===== src/design/mhpq_pkg.sv =====
`default_nettype none

package mhpq_pkg;

   // Default number of heap slots.
   localparam int DEFAULT_CAPACITY = 64;

   localparam int KEY_W = 32;

   // Request function codes. Any other code is handled as a peek.
   localparam logic [1:0] FUNC_INSERT = 2'd0;
   localparam logic [1:0] FUNC_REMOVE = 2'd1;
   localparam logic [1:0] FUNC_PEEK   = 2'd2;

   // Response status codes.
   localparam logic [1:0] STATUS_OK        = 2'd0;
   localparam logic [1:0] STATUS_OVERFLOW  = 2'd1;
   localparam logic [1:0] STATUS_UNDERFLOW = 2'd2;

   typedef enum logic [2:0] {
      ST_IDLE,
      ST_UP_RD,
      ST_UP_CMP,
      ST_LOAD,
      ST_KEY,
      ST_DN_RD,
      ST_DN_CMP,
      ST_DONE
   } state_type;

endpackage

`default_nettype wire


===== src/design/mhpq_ram.sv =====
`default_nettype none

// Heap storage: one write port and two read ports, read data registered.
module mhpq_ram #(
   parameter int DEPTH = mhpq_pkg::DEFAULT_CAPACITY,
   parameter int WIDTH = mhpq_pkg::KEY_W,
   localparam int AddrW = (DEPTH > 1) ? $clog2(DEPTH) : 1
) (
   input  wire logic             clock,
   input  wire logic             wr_en,
   input  wire logic [AddrW-1:0] wr_addr,
   input  wire logic [WIDTH-1:0] wr_data,
   input  wire logic [AddrW-1:0] rd_addr_a,
   input  wire logic [AddrW-1:0] rd_addr_b,
   output logic      [WIDTH-1:0] rd_data_a,
   output logic      [WIDTH-1:0] rd_data_b
);

   logic [WIDTH-1:0] mem [DEPTH];

   always_ff @(posedge clock) begin
      if (wr_en) begin
         mem[wr_addr] <= wr_data;
      end
   end

   always_ff @(posedge clock) begin
      rd_data_a <= mem[rd_addr_a];
      rd_data_b <= mem[rd_addr_b];
   end

endmodule

`default_nettype wire


===== src/design/max_heap_priority_queue.sv =====
// Sequence: a peek, a failed request or removing the last key goes straight to the result;
// an insert sifts the new key up, a remove fetches the last key and sifts it down from the
// root, level by level (a level is a read, then a compare and write). Throughput: one
// request at a time; the next is taken once the result is in the output register, where it
// may wait for rsp_ready.
// Reset: synchronous, active high; it empties the heap, the memory itself is not cleared.
`default_nettype none

module max_heap_priority_queue #(
   parameter int CAPACITY = mhpq_pkg::DEFAULT_CAPACITY
) (
   input  wire logic               clock,
   input  wire logic               reset,
   input  wire logic               req_valid,
   output logic                    req_ready,
   input  wire logic [1:0]         req_func,
   input  wire logic signed [31:0] req_key_in,
   output logic                    rsp_valid,
   input  wire logic               rsp_ready,
   output logic signed [31:0]      rsp_top_key,
   output logic                    rsp_top_valid,
   output logic [6:0]              rsp_entry_count,
   output logic [1:0]              rsp_status
);

   // Slot addresses and the live count (which must be able to hold CAPACITY itself).
   localparam int AW = (CAPACITY > 1) ? $clog2(CAPACITY) : 1;
   localparam int CW = $clog2(CAPACITY + 1);
   // Child indices can reach twice the capacity, so they get two extra bits.
   localparam int IW = AW + 2;

   mhpq_pkg::state_type state_ff, state_in;

   logic [CW-1:0]      cnt_ff, cnt_in;
   logic [AW-1:0]      pos_ff, pos_in;
   logic signed [31:0] key_ff, key_in;
   logic signed [31:0] top_ff, top_in;
   logic [1:0]         status_ff, status_in;

   logic               rsp_valid_ff, rsp_valid_in;
   logic signed [31:0] rsp_top_key_ff, rsp_top_key_in;
   logic               rsp_top_valid_ff, rsp_top_valid_in;
   logic [6:0]         rsp_entry_count_ff, rsp_entry_count_in;
   logic [1:0]         rsp_status_ff, rsp_status_in;

   // Memory port signals.
   logic               wr_en;
   logic [AW-1:0]      wr_addr;
   logic signed [31:0] wr_data;
   logic [AW-1:0]      rd_addr_a;
   logic [AW-1:0]      rd_addr_b;
   logic [31:0]        rd_data_a;
   logic [31:0]        rd_data_b;

   logic               req_fire;
   logic [AW-1:0]      parent;
   logic [IW-1:0]      left_idx;
   logic [IW-1:0]      right_idx;
   logic [IW-1:0]      cnt_wide;
   logic [CW+6:0]      cnt_ext;
   logic signed [31:0] cur_key;
   logic signed [31:0] child_a;
   logic signed [31:0] child_b;
   logic               take_right;
   logic signed [31:0] big_key;
   logic [AW-1:0]      big_idx;

   mhpq_ram #(
      .DEPTH (CAPACITY),
      .WIDTH (32)
   ) u_ram (
      .clock     (clock),
      .wr_en     (wr_en),
      .wr_addr   (wr_addr),
      .wr_data   (wr_data),
      .rd_addr_a (rd_addr_a),
      .rd_addr_b (rd_addr_b),
      .rd_data_a (rd_data_a),
      .rd_data_b (rd_data_b)
   );

   // A new request is taken whenever the sequencer is idle; the output register
   // decouples this from the response side.
   assign req_ready = (state_ff == mhpq_pkg::ST_IDLE);
   assign req_fire  = req_valid && req_ready;

   // Index arithmetic for the current hole position.
   assign parent    = (pos_ff - AW'(1)) >> 1;
   assign left_idx  = {1'b0, pos_ff, 1'b1};
   assign right_idx = left_idx + IW'(1);
   assign cnt_wide  = {{(IW - CW){1'b0}}, cnt_ff};
   assign cnt_ext   = {7'd0, cnt_ff};

   // The key being sifted lives in a register; in the first sift-down step it is
   // still on its way out of the memory.
   assign cur_key = (state_ff == mhpq_pkg::ST_KEY) ? $signed(rd_data_a) : key_ff;

   // Pick the larger live child; the left one wins a tie.
   assign child_a    = $signed(rd_data_a);
   assign child_b    = $signed(rd_data_b);
   assign take_right = (right_idx < cnt_wide) && (child_a < child_b);
   assign big_key    = take_right ? child_b : child_a;
   assign big_idx    = take_right ? right_idx[AW-1:0] : left_idx[AW-1:0];

   always_ff @(posedge clock) begin
      if (reset) begin
         state_ff     <= mhpq_pkg::ST_IDLE;
         cnt_ff       <= '0;
         rsp_valid_ff <= 1'b0;
      end else begin
         state_ff     <= state_in;
         cnt_ff       <= cnt_in;
         rsp_valid_ff <= rsp_valid_in;
      end
   end

   always_ff @(posedge clock) begin
      pos_ff             <= pos_in;
      key_ff             <= key_in;
      top_ff             <= top_in;
      status_ff          <= status_in;
      rsp_top_key_ff     <= rsp_top_key_in;
      rsp_top_valid_ff   <= rsp_top_valid_in;
      rsp_entry_count_ff <= rsp_entry_count_in;
      rsp_status_ff      <= rsp_status_in;
   end

   always_comb begin
      state_in           = state_ff;
      cnt_in             = cnt_ff;
      pos_in             = pos_ff;
      key_in             = key_ff;
      status_in          = status_ff;
      rsp_valid_in       = rsp_valid_ff && !rsp_ready;
      rsp_top_key_in     = rsp_top_key_ff;
      rsp_top_valid_in   = rsp_top_valid_ff;
      rsp_entry_count_in = rsp_entry_count_ff;
      rsp_status_in      = rsp_status_ff;
      wr_en              = 1'b0;
      wr_addr            = pos_ff;
      wr_data            = cur_key;
      rd_addr_a          = parent;
      rd_addr_b          = right_idx[AW-1:0];

      case (state_ff)
         mhpq_pkg::ST_IDLE: begin
            if (req_fire) begin
               status_in = mhpq_pkg::STATUS_OK;
               state_in  = mhpq_pkg::ST_DONE;
               case (req_func)
                  mhpq_pkg::FUNC_INSERT: begin
                     if (cnt_ff >= CW'(CAPACITY)) begin
                        status_in = mhpq_pkg::STATUS_OVERFLOW;
                     end else begin
                        // The new key starts in the first free slot.
                        key_in   = req_key_in;
                        pos_in   = cnt_ff[AW-1:0];
                        cnt_in   = cnt_ff + CW'(1);
                        state_in = mhpq_pkg::ST_UP_RD;
                     end
                  end
                  mhpq_pkg::FUNC_REMOVE: begin
                     if (cnt_ff == '0) begin
                        status_in = mhpq_pkg::STATUS_UNDERFLOW;
                     end else begin
                        // Unless it was the only one, the last entry is fetched and sifted down from the root.
                        cnt_in = cnt_ff - CW'(1);
                        pos_in = '0;
                        if (cnt_ff != CW'(1)) begin
                           state_in = mhpq_pkg::ST_LOAD;
                        end
                     end
                  end
                  default: begin
                  end
               endcase
            end
         end

         mhpq_pkg::ST_UP_RD: begin
            if (pos_ff == '0) begin
               wr_en    = 1'b1;
               state_in = mhpq_pkg::ST_DONE;
            end else begin
               state_in = mhpq_pkg::ST_UP_CMP;
            end
         end

         mhpq_pkg::ST_UP_CMP: begin
            wr_en = 1'b1;
            if (child_a < key_ff) begin
               // The parent moves down into the hole and the hole moves up.
               wr_data  = child_a;
               pos_in   = parent;
               state_in = mhpq_pkg::ST_UP_RD;
            end else begin
               state_in = mhpq_pkg::ST_DONE;
            end
         end

         mhpq_pkg::ST_LOAD: begin
            rd_addr_a = cnt_ff[AW-1:0];
            state_in  = mhpq_pkg::ST_KEY;
         end

         mhpq_pkg::ST_KEY, mhpq_pkg::ST_DN_RD: begin
            key_in    = cur_key;
            rd_addr_a = left_idx[AW-1:0];
            if (left_idx >= cnt_wide) begin
               wr_en    = 1'b1;
               state_in = mhpq_pkg::ST_DONE;
            end else begin
               state_in = mhpq_pkg::ST_DN_CMP;
            end
         end

         mhpq_pkg::ST_DN_CMP: begin
            wr_en = 1'b1;
            if (key_ff < big_key) begin
               // The larger child moves up into the hole and the hole moves down.
               wr_data  = big_key;
               pos_in   = big_idx;
               state_in = mhpq_pkg::ST_DN_RD;
            end else begin
               state_in = mhpq_pkg::ST_DONE;
            end
         end

         mhpq_pkg::ST_DONE: begin
            if (!rsp_valid_ff || rsp_ready) begin
               rsp_valid_in       = 1'b1;
               rsp_top_valid_in   = (cnt_ff != '0);
               rsp_top_key_in     = (cnt_ff != '0) ? top_ff : 32'sd0;
               rsp_entry_count_in = cnt_ext[6:0];
               rsp_status_in      = status_ff;
               state_in           = mhpq_pkg::ST_IDLE;
            end
         end

         default: begin
            state_in = mhpq_pkg::ST_IDLE;
         end
      endcase
   end

   // The root is shadowed in a register so the result never needs a memory read.
   assign top_in = (wr_en && (wr_addr == '0)) ? wr_data : top_ff;

   assign rsp_valid       = rsp_valid_ff;
   assign rsp_top_key     = rsp_top_key_ff;
   assign rsp_top_valid   = rsp_top_valid_ff;
   assign rsp_entry_count = rsp_entry_count_ff;
   assign rsp_status      = rsp_status_ff;

   // The count never exceeds the number of slots.
   assert property (@(posedge clock) disable iff (reset)
      cnt_ff <= CW'(CAPACITY))
   else $error("heap count exceeds capacity");

   // While comparing, the hole always lies inside the live part of the heap.
   assert property (@(posedge clock) disable iff (reset)
      (state_ff == mhpq_pkg::ST_UP_CMP || state_ff == mhpq_pkg::ST_DN_CMP)
      |-> ({{(IW - AW){1'b0}}, pos_ff} < cnt_wide))
   else $error("sift position outside live entries");

   // The memory is written only while a sift is in progress.
   assert property (@(posedge clock) disable iff (reset)
      wr_en |-> (state_ff != mhpq_pkg::ST_IDLE && state_ff != mhpq_pkg::ST_DONE
                 && state_ff != mhpq_pkg::ST_LOAD))
   else $error("heap memory written outside a sift");

   // An accepted request always leaves the idle state.
   assert property (@(posedge clock) disable iff (reset)
      req_fire |=> (state_ff != mhpq_pkg::ST_IDLE))
   else $error("accepted request did not start");

   // A sift-down child compare only follows a read of the children.
   assert property (@(posedge clock) disable iff (reset)
      (state_ff == mhpq_pkg::ST_DN_CMP)
      |-> ($past(state_ff) == mhpq_pkg::ST_DN_RD || $past(state_ff) == mhpq_pkg::ST_KEY))
   else $error("child compare without child read");

endmodule

`default_nettype wire

===== config.mk =====
export PLATFORM = sky130hd
export DESIGN_NAME = max_heap_priority_queue
export DESIGN_NICKNAME = d
export VERILOG_FILES = /design/src/design/mhpq_pkg.sv /design/src/design/mhpq_ram.sv /design/src/design/max_heap_priority_queue.sv
export SDC_FILE = /design/constraint.sdc
export NUM_CORES = 2
export LEC_CHECK = 0
export BUFFER_PORTS_ARGS = -buffer_cell sky130_fd_sc_hd__buf_2
export CORE_MARGIN = 2
export CORE_UTILIZATION = 45
export CTS_CLUSTER_SIZE = 10
export DETAILED_ROUTE_END_ITERATION = 7
export PLACE_DENSITY = 0.61
export RECOVER_POWER = 100
export SYNTH_ARGS = -nofsm -noshare
export SYNTH_HDL_FRONTEND = slang
export SYNTH_SLANG_ARGS = --single-unit

===== constraint.sdc =====
create_clock -name clock -period 19.2 [get_ports clock]
set_clock_uncertainty 0.15 [all_clocks]
set_input_delay 2.88 -clock clock [delete_from_list [all_inputs] [get_ports clock]]
set_output_delay 2.88 -clock clock [all_outputs]
set_load 0.02 [all_outputs]

### Word-level counts from Yosys, hierarchy flattened

Memory sizes are Yosys's and may differ from the RTL's. A register that Yosys moved wholly into a read port is not among the register bits.
Cells that the tools add are included.

* equal/unequal tests: 20
* $add $sub $neg: 4
* muxes and demuxes: 42
* magnitude comparators: 6
* reductions and logical operators: 23

Operators with widths (number)
* $mux W32: 7
* $pmux W32 S2: 2
* $lt A32 B32 Y1: 3
* $mux W6: 6
* $pmux W6 S2: 2
* $mux W3: 7
* $pmux W3 S7: 1
* $pmux W6 S3: 1
* $mux W7: 2
* $pmux W7 S2: 1
* $eq A3 B3 Y1 const B: 4
* $ne A2 B2 Y1 const B: 6
* $add A7 B1 Y8 const B: 1
* $lt A8 B7 Y1: 1
* $mux W1: 8
* $add A7 B1 Y7 const B: 1
* $ge A7 B7 Y1: 1
* $ge A7 B7 Y1 const B: 1
* $logic_not A7 Y1: 1
* $ne A7 B1 Y1 const B: 1
* $reduce_and A7 Y1: 1
* $reduce_bool A7 Y1: 1
* $sub A7 B1 Y7 const B: 1
* $eq A3 B2 Y1 const B: 2
* other kinds (22): 33

* memories kept: 1
* word-level logic and storage cells: 107
* bits in registers: 125
* RAM bits: 2048
* input port bits: 38

Memories
* u_ram.mem: depth 64, bits a word 32, read ports 2, clocked after Yosys merged registers in 2, write ports 1, RTL line mhpq_ram.sv:19 `logic [WIDTH-1:0] mem [DEPTH];`

### Longest topological paths before layout

* depth after elaboration: 7
* gate-level depth with buffers: 26
* depth with buffers taken out: 21

### By module

A second synthesis with hierarchy kept.

* cells, all modules: 5439
* area total of the unflattened synthesis: 105342.3 µm²

By module, submodules not included
* mhpq_ram: cells an instance 4409, instances 1, sequential area each 62780.2 µm², area each 95715.5 µm²
* max_heap_priority_queue: cells an instance 1030, instances 1, sequential area each 3643.5 µm², area each 9626.7 µm²

### Worst setup path after synthesis

Ideal clock, no wire load.

* path type: reg2reg
* start: register pos_ff[0]
* end: register top_ff[22] (data pin)
* path buffers: 5
* data arrival time: 7.156 ns
* cell stages (with the launch flop): 25
* setup slack: 11.322 ns
* required time: 18.477 ns
* clock period less this slack: 7.878 ns
* setup time: 0.573 ns
* path through: edfxtp_1 -> clkbuf_1 -> nand3_1 -> xnor2_1 -> buf_2 -> buf_2 -> ha_1 -> nand2_1 -> a21oi_1 -> a211o_1 -> a31oi_1 -> nand3_1 -> buf_2 -> buf_2 -> nor2_1 -> a21oi_1 -> ha_1 -> nand4_1 -> or2_1 -> or4_1 -> o211a_1 -> o21ai_1 -> nor2_1 -> a2111o_1 -> o221ai_1

* word-level cells in the longest chain between the ends: 7

Ends and longest elaborated chain
* start, declared: RTL line max_heap_priority_queue.sv:35 `logic [AW-1:0] pos_ff, pos_in;`
* start signal, assigned: RTL line max_heap_priority_queue.sv:118 `pos_ff <= pos_in;`
* $add A7 B1 Y8 *: RTL line max_heap_priority_queue.sv:90 `assign right_idx = left_idx + IW'(1);`
* $lt A8 B7 Y1 *: RTL line max_heap_priority_queue.sv:101 `assign take_right = (right_idx < cnt_wide) && (child_a < child_b);`
* $logic_and A1 B1 Y1 *: RTL line max_heap_priority_queue.sv:101
* $mux W32 *: RTL line max_heap_priority_queue.sv:102 `assign big_key = take_right ? child_b : child_a;`
* $lt A32 B32 Y1: RTL line max_heap_priority_queue.sv:219 `if (key_ff < big_key) begin`
* $mux W32 *: RTL line max_heap_priority_queue.sv:219
* $pmux W32 S2 *: RTL line max_heap_priority_queue.sv:145 `case (state_ff)`
* net u_ram.wr_data[22]: RTL line mhpq_ram.sv:12 `input wire logic [WIDTH-1:0] wr_data,`
* end signal, assigned: RTL line max_heap_priority_queue.sv:120 `top_ff <= top_in;`
* end, declared: RTL line max_heap_priority_queue.sv:37 `logic signed [31:0] top_ff, top_in;`

The timed path passes the listed nets; every way through them passes the cells marked *.
A chain may end at the register's enable or synchronous reset.

### Worst setup path after layout

* start: register pos_ff[0]
* end: register u_ram.rd_data_b[18], read port of u_ram.mem

* word-level cells in the longest chain between the ends: 1

Ends and longest elaborated chain
* $add A7 B1 Y8: RTL line max_heap_priority_queue.sv:90
* end, declared: RTL line mhpq_ram.sv:16 `output logic [WIDTH-1:0] rd_data_b`

No other way between the ends.

==> flow_summary.ini <==
[outcome]
outcome = finished with violations
violations = capacitance limit, slew limit

[global_routing]
grt_overflow = 0
antenna_found_initial = 16
track_usage = 0.275
grt_pass1_wl_mm = 440
first_global_vias = 55900
grt_start_max_net_pins = 139

[critical_path]
worst_setup_path_end_kind = flip-flop
r2r_end = u_ram.rd_data_b[18]
regToRegStartpoint = pos_ff[0]
slowest_stage = clkbuf_1
crit_fanout = 89
worstRegToRegCells = 10
startpoint_type = flip-flop
critPathCapture = u_ram.rd_data_b[18]
slowest_delay_ns = 5.39
crit_arrival_ns = 14.93
startpoint = pos_ff[0]
criticalPathCategory = reg -> reg
path_cells = buf_12 > inv_1 > ha_1 > clkbuf_1 > buf_4 > clkbuf_1 > mux4_2 > mux4_2 > nand2_1 > nand2_1
crit_required_ns = 19.83
r2r_slack_ns = 4.89

[clock_network]
cts-root-buf = clkbuf_16
cts.repair.resized = 0
cts_tree = built
holdBufCountCts = 0
clkLatencyLatePin_ns = 0.94
clock-sinks = 2237
numCtsBuffers = 278
clk_pin_slew_worst_paths_ns = 0.06
htree_levels = 5
cts_setup_buffers = 0
cts_max_path_buffers = 4

[sta]
drv_slew = 3714
period_needed_ns = 14.31
grt_setup_unrepaired = no
timing.final.ws_setup_ns = 4.89
min_period_over_period = 0.745
tightest_slew_ns = 7.58
hold_viol_final = 0
slew-limit-headroom = -4.05
tns_ns = 0
finalSetupViolCount = 0
fmax_mhz = 69.9

[logic_synthesis]
yosysWarnings = 0
syn_avg_cell_area_um2 = 17.2
synth_xor_area_frac = 0.00155
synth_mux_area_frac = 0.272
synth_area_leaders = edfxtp_1 64%, mux2i_1 20%, mux4_2 7.1%
synth_seq_cells = 2237
syn_area_mm2 = 0.102
synth_edf_count = 2162
synth_top_family_by_area = multiplexers
synth_top_area_cell = edfxtp_1
syn_nets = 6065
synthFlopType = edfxtp_1
yosys.area_share.simple = 0.0193
synth_seq_area_share = 0.653
synth_fa_ha_area_frac = 0.0136
synthArstFlopShare = 0
synth_compound_area_frac = 0.0212
synth_top_area_share = 0.638
netlist_instances = 5916
ys_types = 66

[layout]
syn_to_final_growth_pct = 11.1
layout.cells.non_filler = 9170
n_fill_cell = 18400
final_area_mm2 = 0.113
nets = 6228
drive_above_1_share = 0.125

[floorplan]
initial_core_util = 0.453
pin_count = 82
die_x_um = 480
die_h_um = 480
dieArea_mm2 = 0.230
rows = 174
core_mm2 = 0.225

[routing]
avgRoutedWirePerCell_um = 34.9
drtPass1Iterations = 6
remaining_drc_errors = 0
drt_iter0_drc = 6866
via_per_inst = 6.28
vias = 57600
finalWirelength_mm = 320
ant_nets = 0

[placement]
post_dp_cell_area_mm2 = 0.107
pre_cts_ws_ns = 9.24
place.gp.congestion = 0.939
place_inst = 8791
dp.final_hpwl_mm = 178
io_buffers = 81

[flow_run]
maxCapViolCount = 136

[min_path]
hold_class = reg -> reg
-- synth_stat cells, drive strengths merged (3+ instances only) --
| master | number |
|---|---|
| a31o | 3 |
| mux4 | 320 |
| a21oi | 72 |
| nand2b | 10 |
| nor2b | 10 |
| o221ai | 61 |
| or4 | 3 |
| xor2 | 3 |
| o211ai | 7 |
| a2111oi | 4 |
| mux2i | 2048 |
| a2111o | 3 |
| edfxtp | 2162 |
| ha | 111 |
| or3 | 10 |
| a22oi | 3 |
| inv | 82 |
| a31oi | 7 |
| a211o | 3 |
| xnor2 | 15 |
| o21a | 4 |
| dfxtp | 75 |
| nor2 | 141 |
| nor4 | 5 |
| and2 | 33 |
| and4 | 3 |
| a22o | 3 |
| nor3 | 12 |
| nand4 | 18 |
| nand3 | 24 |
| a221oi | 5 |
| a21o | 14 |
| nand2 | 162 |
| a21boi | 3 |
| clkbuf | 116 |
| buf | 247 |
| o21ai | 90 |
| a41oi | 3 |
-- routing by layer --
metal | wire length (um) | global-route usage | vias to the layer above
met5 | 39 | 0 | -
met1 | 136000 | 0.390 | 30500
met3 | 27900 | 0.0558 | 530
met2 | 144000 | 0.417 | 2755
li1 | - | - | 23900
met4 | 12100 | 0.105 | 6
-- logic make-up after synthesis --
family	after synthesis
AOI/OAI and AO/OA	299
xor gates and xnor gates	18
adders and majority gates	111
buffers and inverters	445
DFF	2237
muxes	2369
and+or+nand+nor	437
-- sequential cells by signal, indices dropped and copies added (netlist names), 7 cells and up --
name and flops:
rsp_top_key 32, top_ff 32, u_ram.mem 2048, u_ram.rd_data_b 32
rsp_entry_count 7, u_ram.rd_data_a 32, key_ff 32, cnt_ff 7
-- cell type report --
type | instances | area [um2] | share of cell area
clock inverters | 17 | 204 | 0.00180
repair buffers | 246 | 1370 | 0.0121
diodes | 12 | 30.0 | 0.000266
clock buffers | 350 | 7400 | 0.0654
flip-flops and latches | 2237 | 66400 | 0.587
multi-input cells | 3234 | 33600 | 0.297
well taps | 2992 | 3740 | 0.0331
inverters | 82 | 308 | 0.00272
-- cell usage in the layout, fill, tap and decap left out, types with 9 or more instances in the layout --
cell / netlist / final
a21o_1: 14 / 14
a21oi_1: 72 / 72
and2_0: 0 / 23
and2_1: 33 / 10
buf_12: 0 / 10
buf_2: 216 / 34
buf_4: 3 / 63
clkbuf_1: 116 / 202
clkbuf_16: 0 / 285
dfxtp_1: 75 / 75
diode_2: 0 / 12
edfxtp_1: 2162 / 2162
ha_1: 111 / 111
inv_1: 81 / 81
mux2i_1: 2048 / 2048
mux4_2: 320 / 320
nand2_1: 161 / 161
nand2b_1: 10 / 10
nand3_1: 24 / 24
nand4_1: 17 / 17
nor2_1: 141 / 130
nor2_4: 0 / 11
nor2b_1: 10 / 10
nor3_1: 12 / 12
o21ai_0: 88 / 88
o221ai_1: 31 / 48
o221ai_4: 0 / 13
or3_1: 9 / 9
xnor2_1: 15 / 13
-- stage by stage --
stage	hold WS [ns]	utilization
after global routing	0.291	0.503
after detailed placement	0.273	0.474
final	0.286	0.503
after global placement	0.265	0.474
after CTS	0.287	0.508
after floorplan	0.250	-
-- worst min-delay path by stage --
| stage | start | endpoint | cells past startpoint |
|---|---|---|---|
| 2_1_floorplan | status_ff[0] | rsp_status[0] | 0 |
| 3_3_place_gp | status_ff[0] | rsp_status[0] | 0 |
| 3_5_place_dp | status_ff[0] | rsp_status[0] | 0 |
| 4_1_cts | status_ff[1] | rsp_status[1] | 0 |
| 5_1_grt | status_ff[0] | rsp_status[0] | 0 |
| 6_report | status_ff[1] | rsp_status[1] | 0 |
-- critical path, delay by kind of cell, from the launching register on --
kind | cells | cell delay [ns]
fa+ha+maj | 1 | 2.39
flops | 1 | 0.41
simple gates | 2 | 0.24
mux | 2 | 1.12
buf+inv | 5 | 9.50
Power is left out: the tool's default activity adds up to more than one toggle a clock period on the data nets, which glitch-free logic cannot reach.
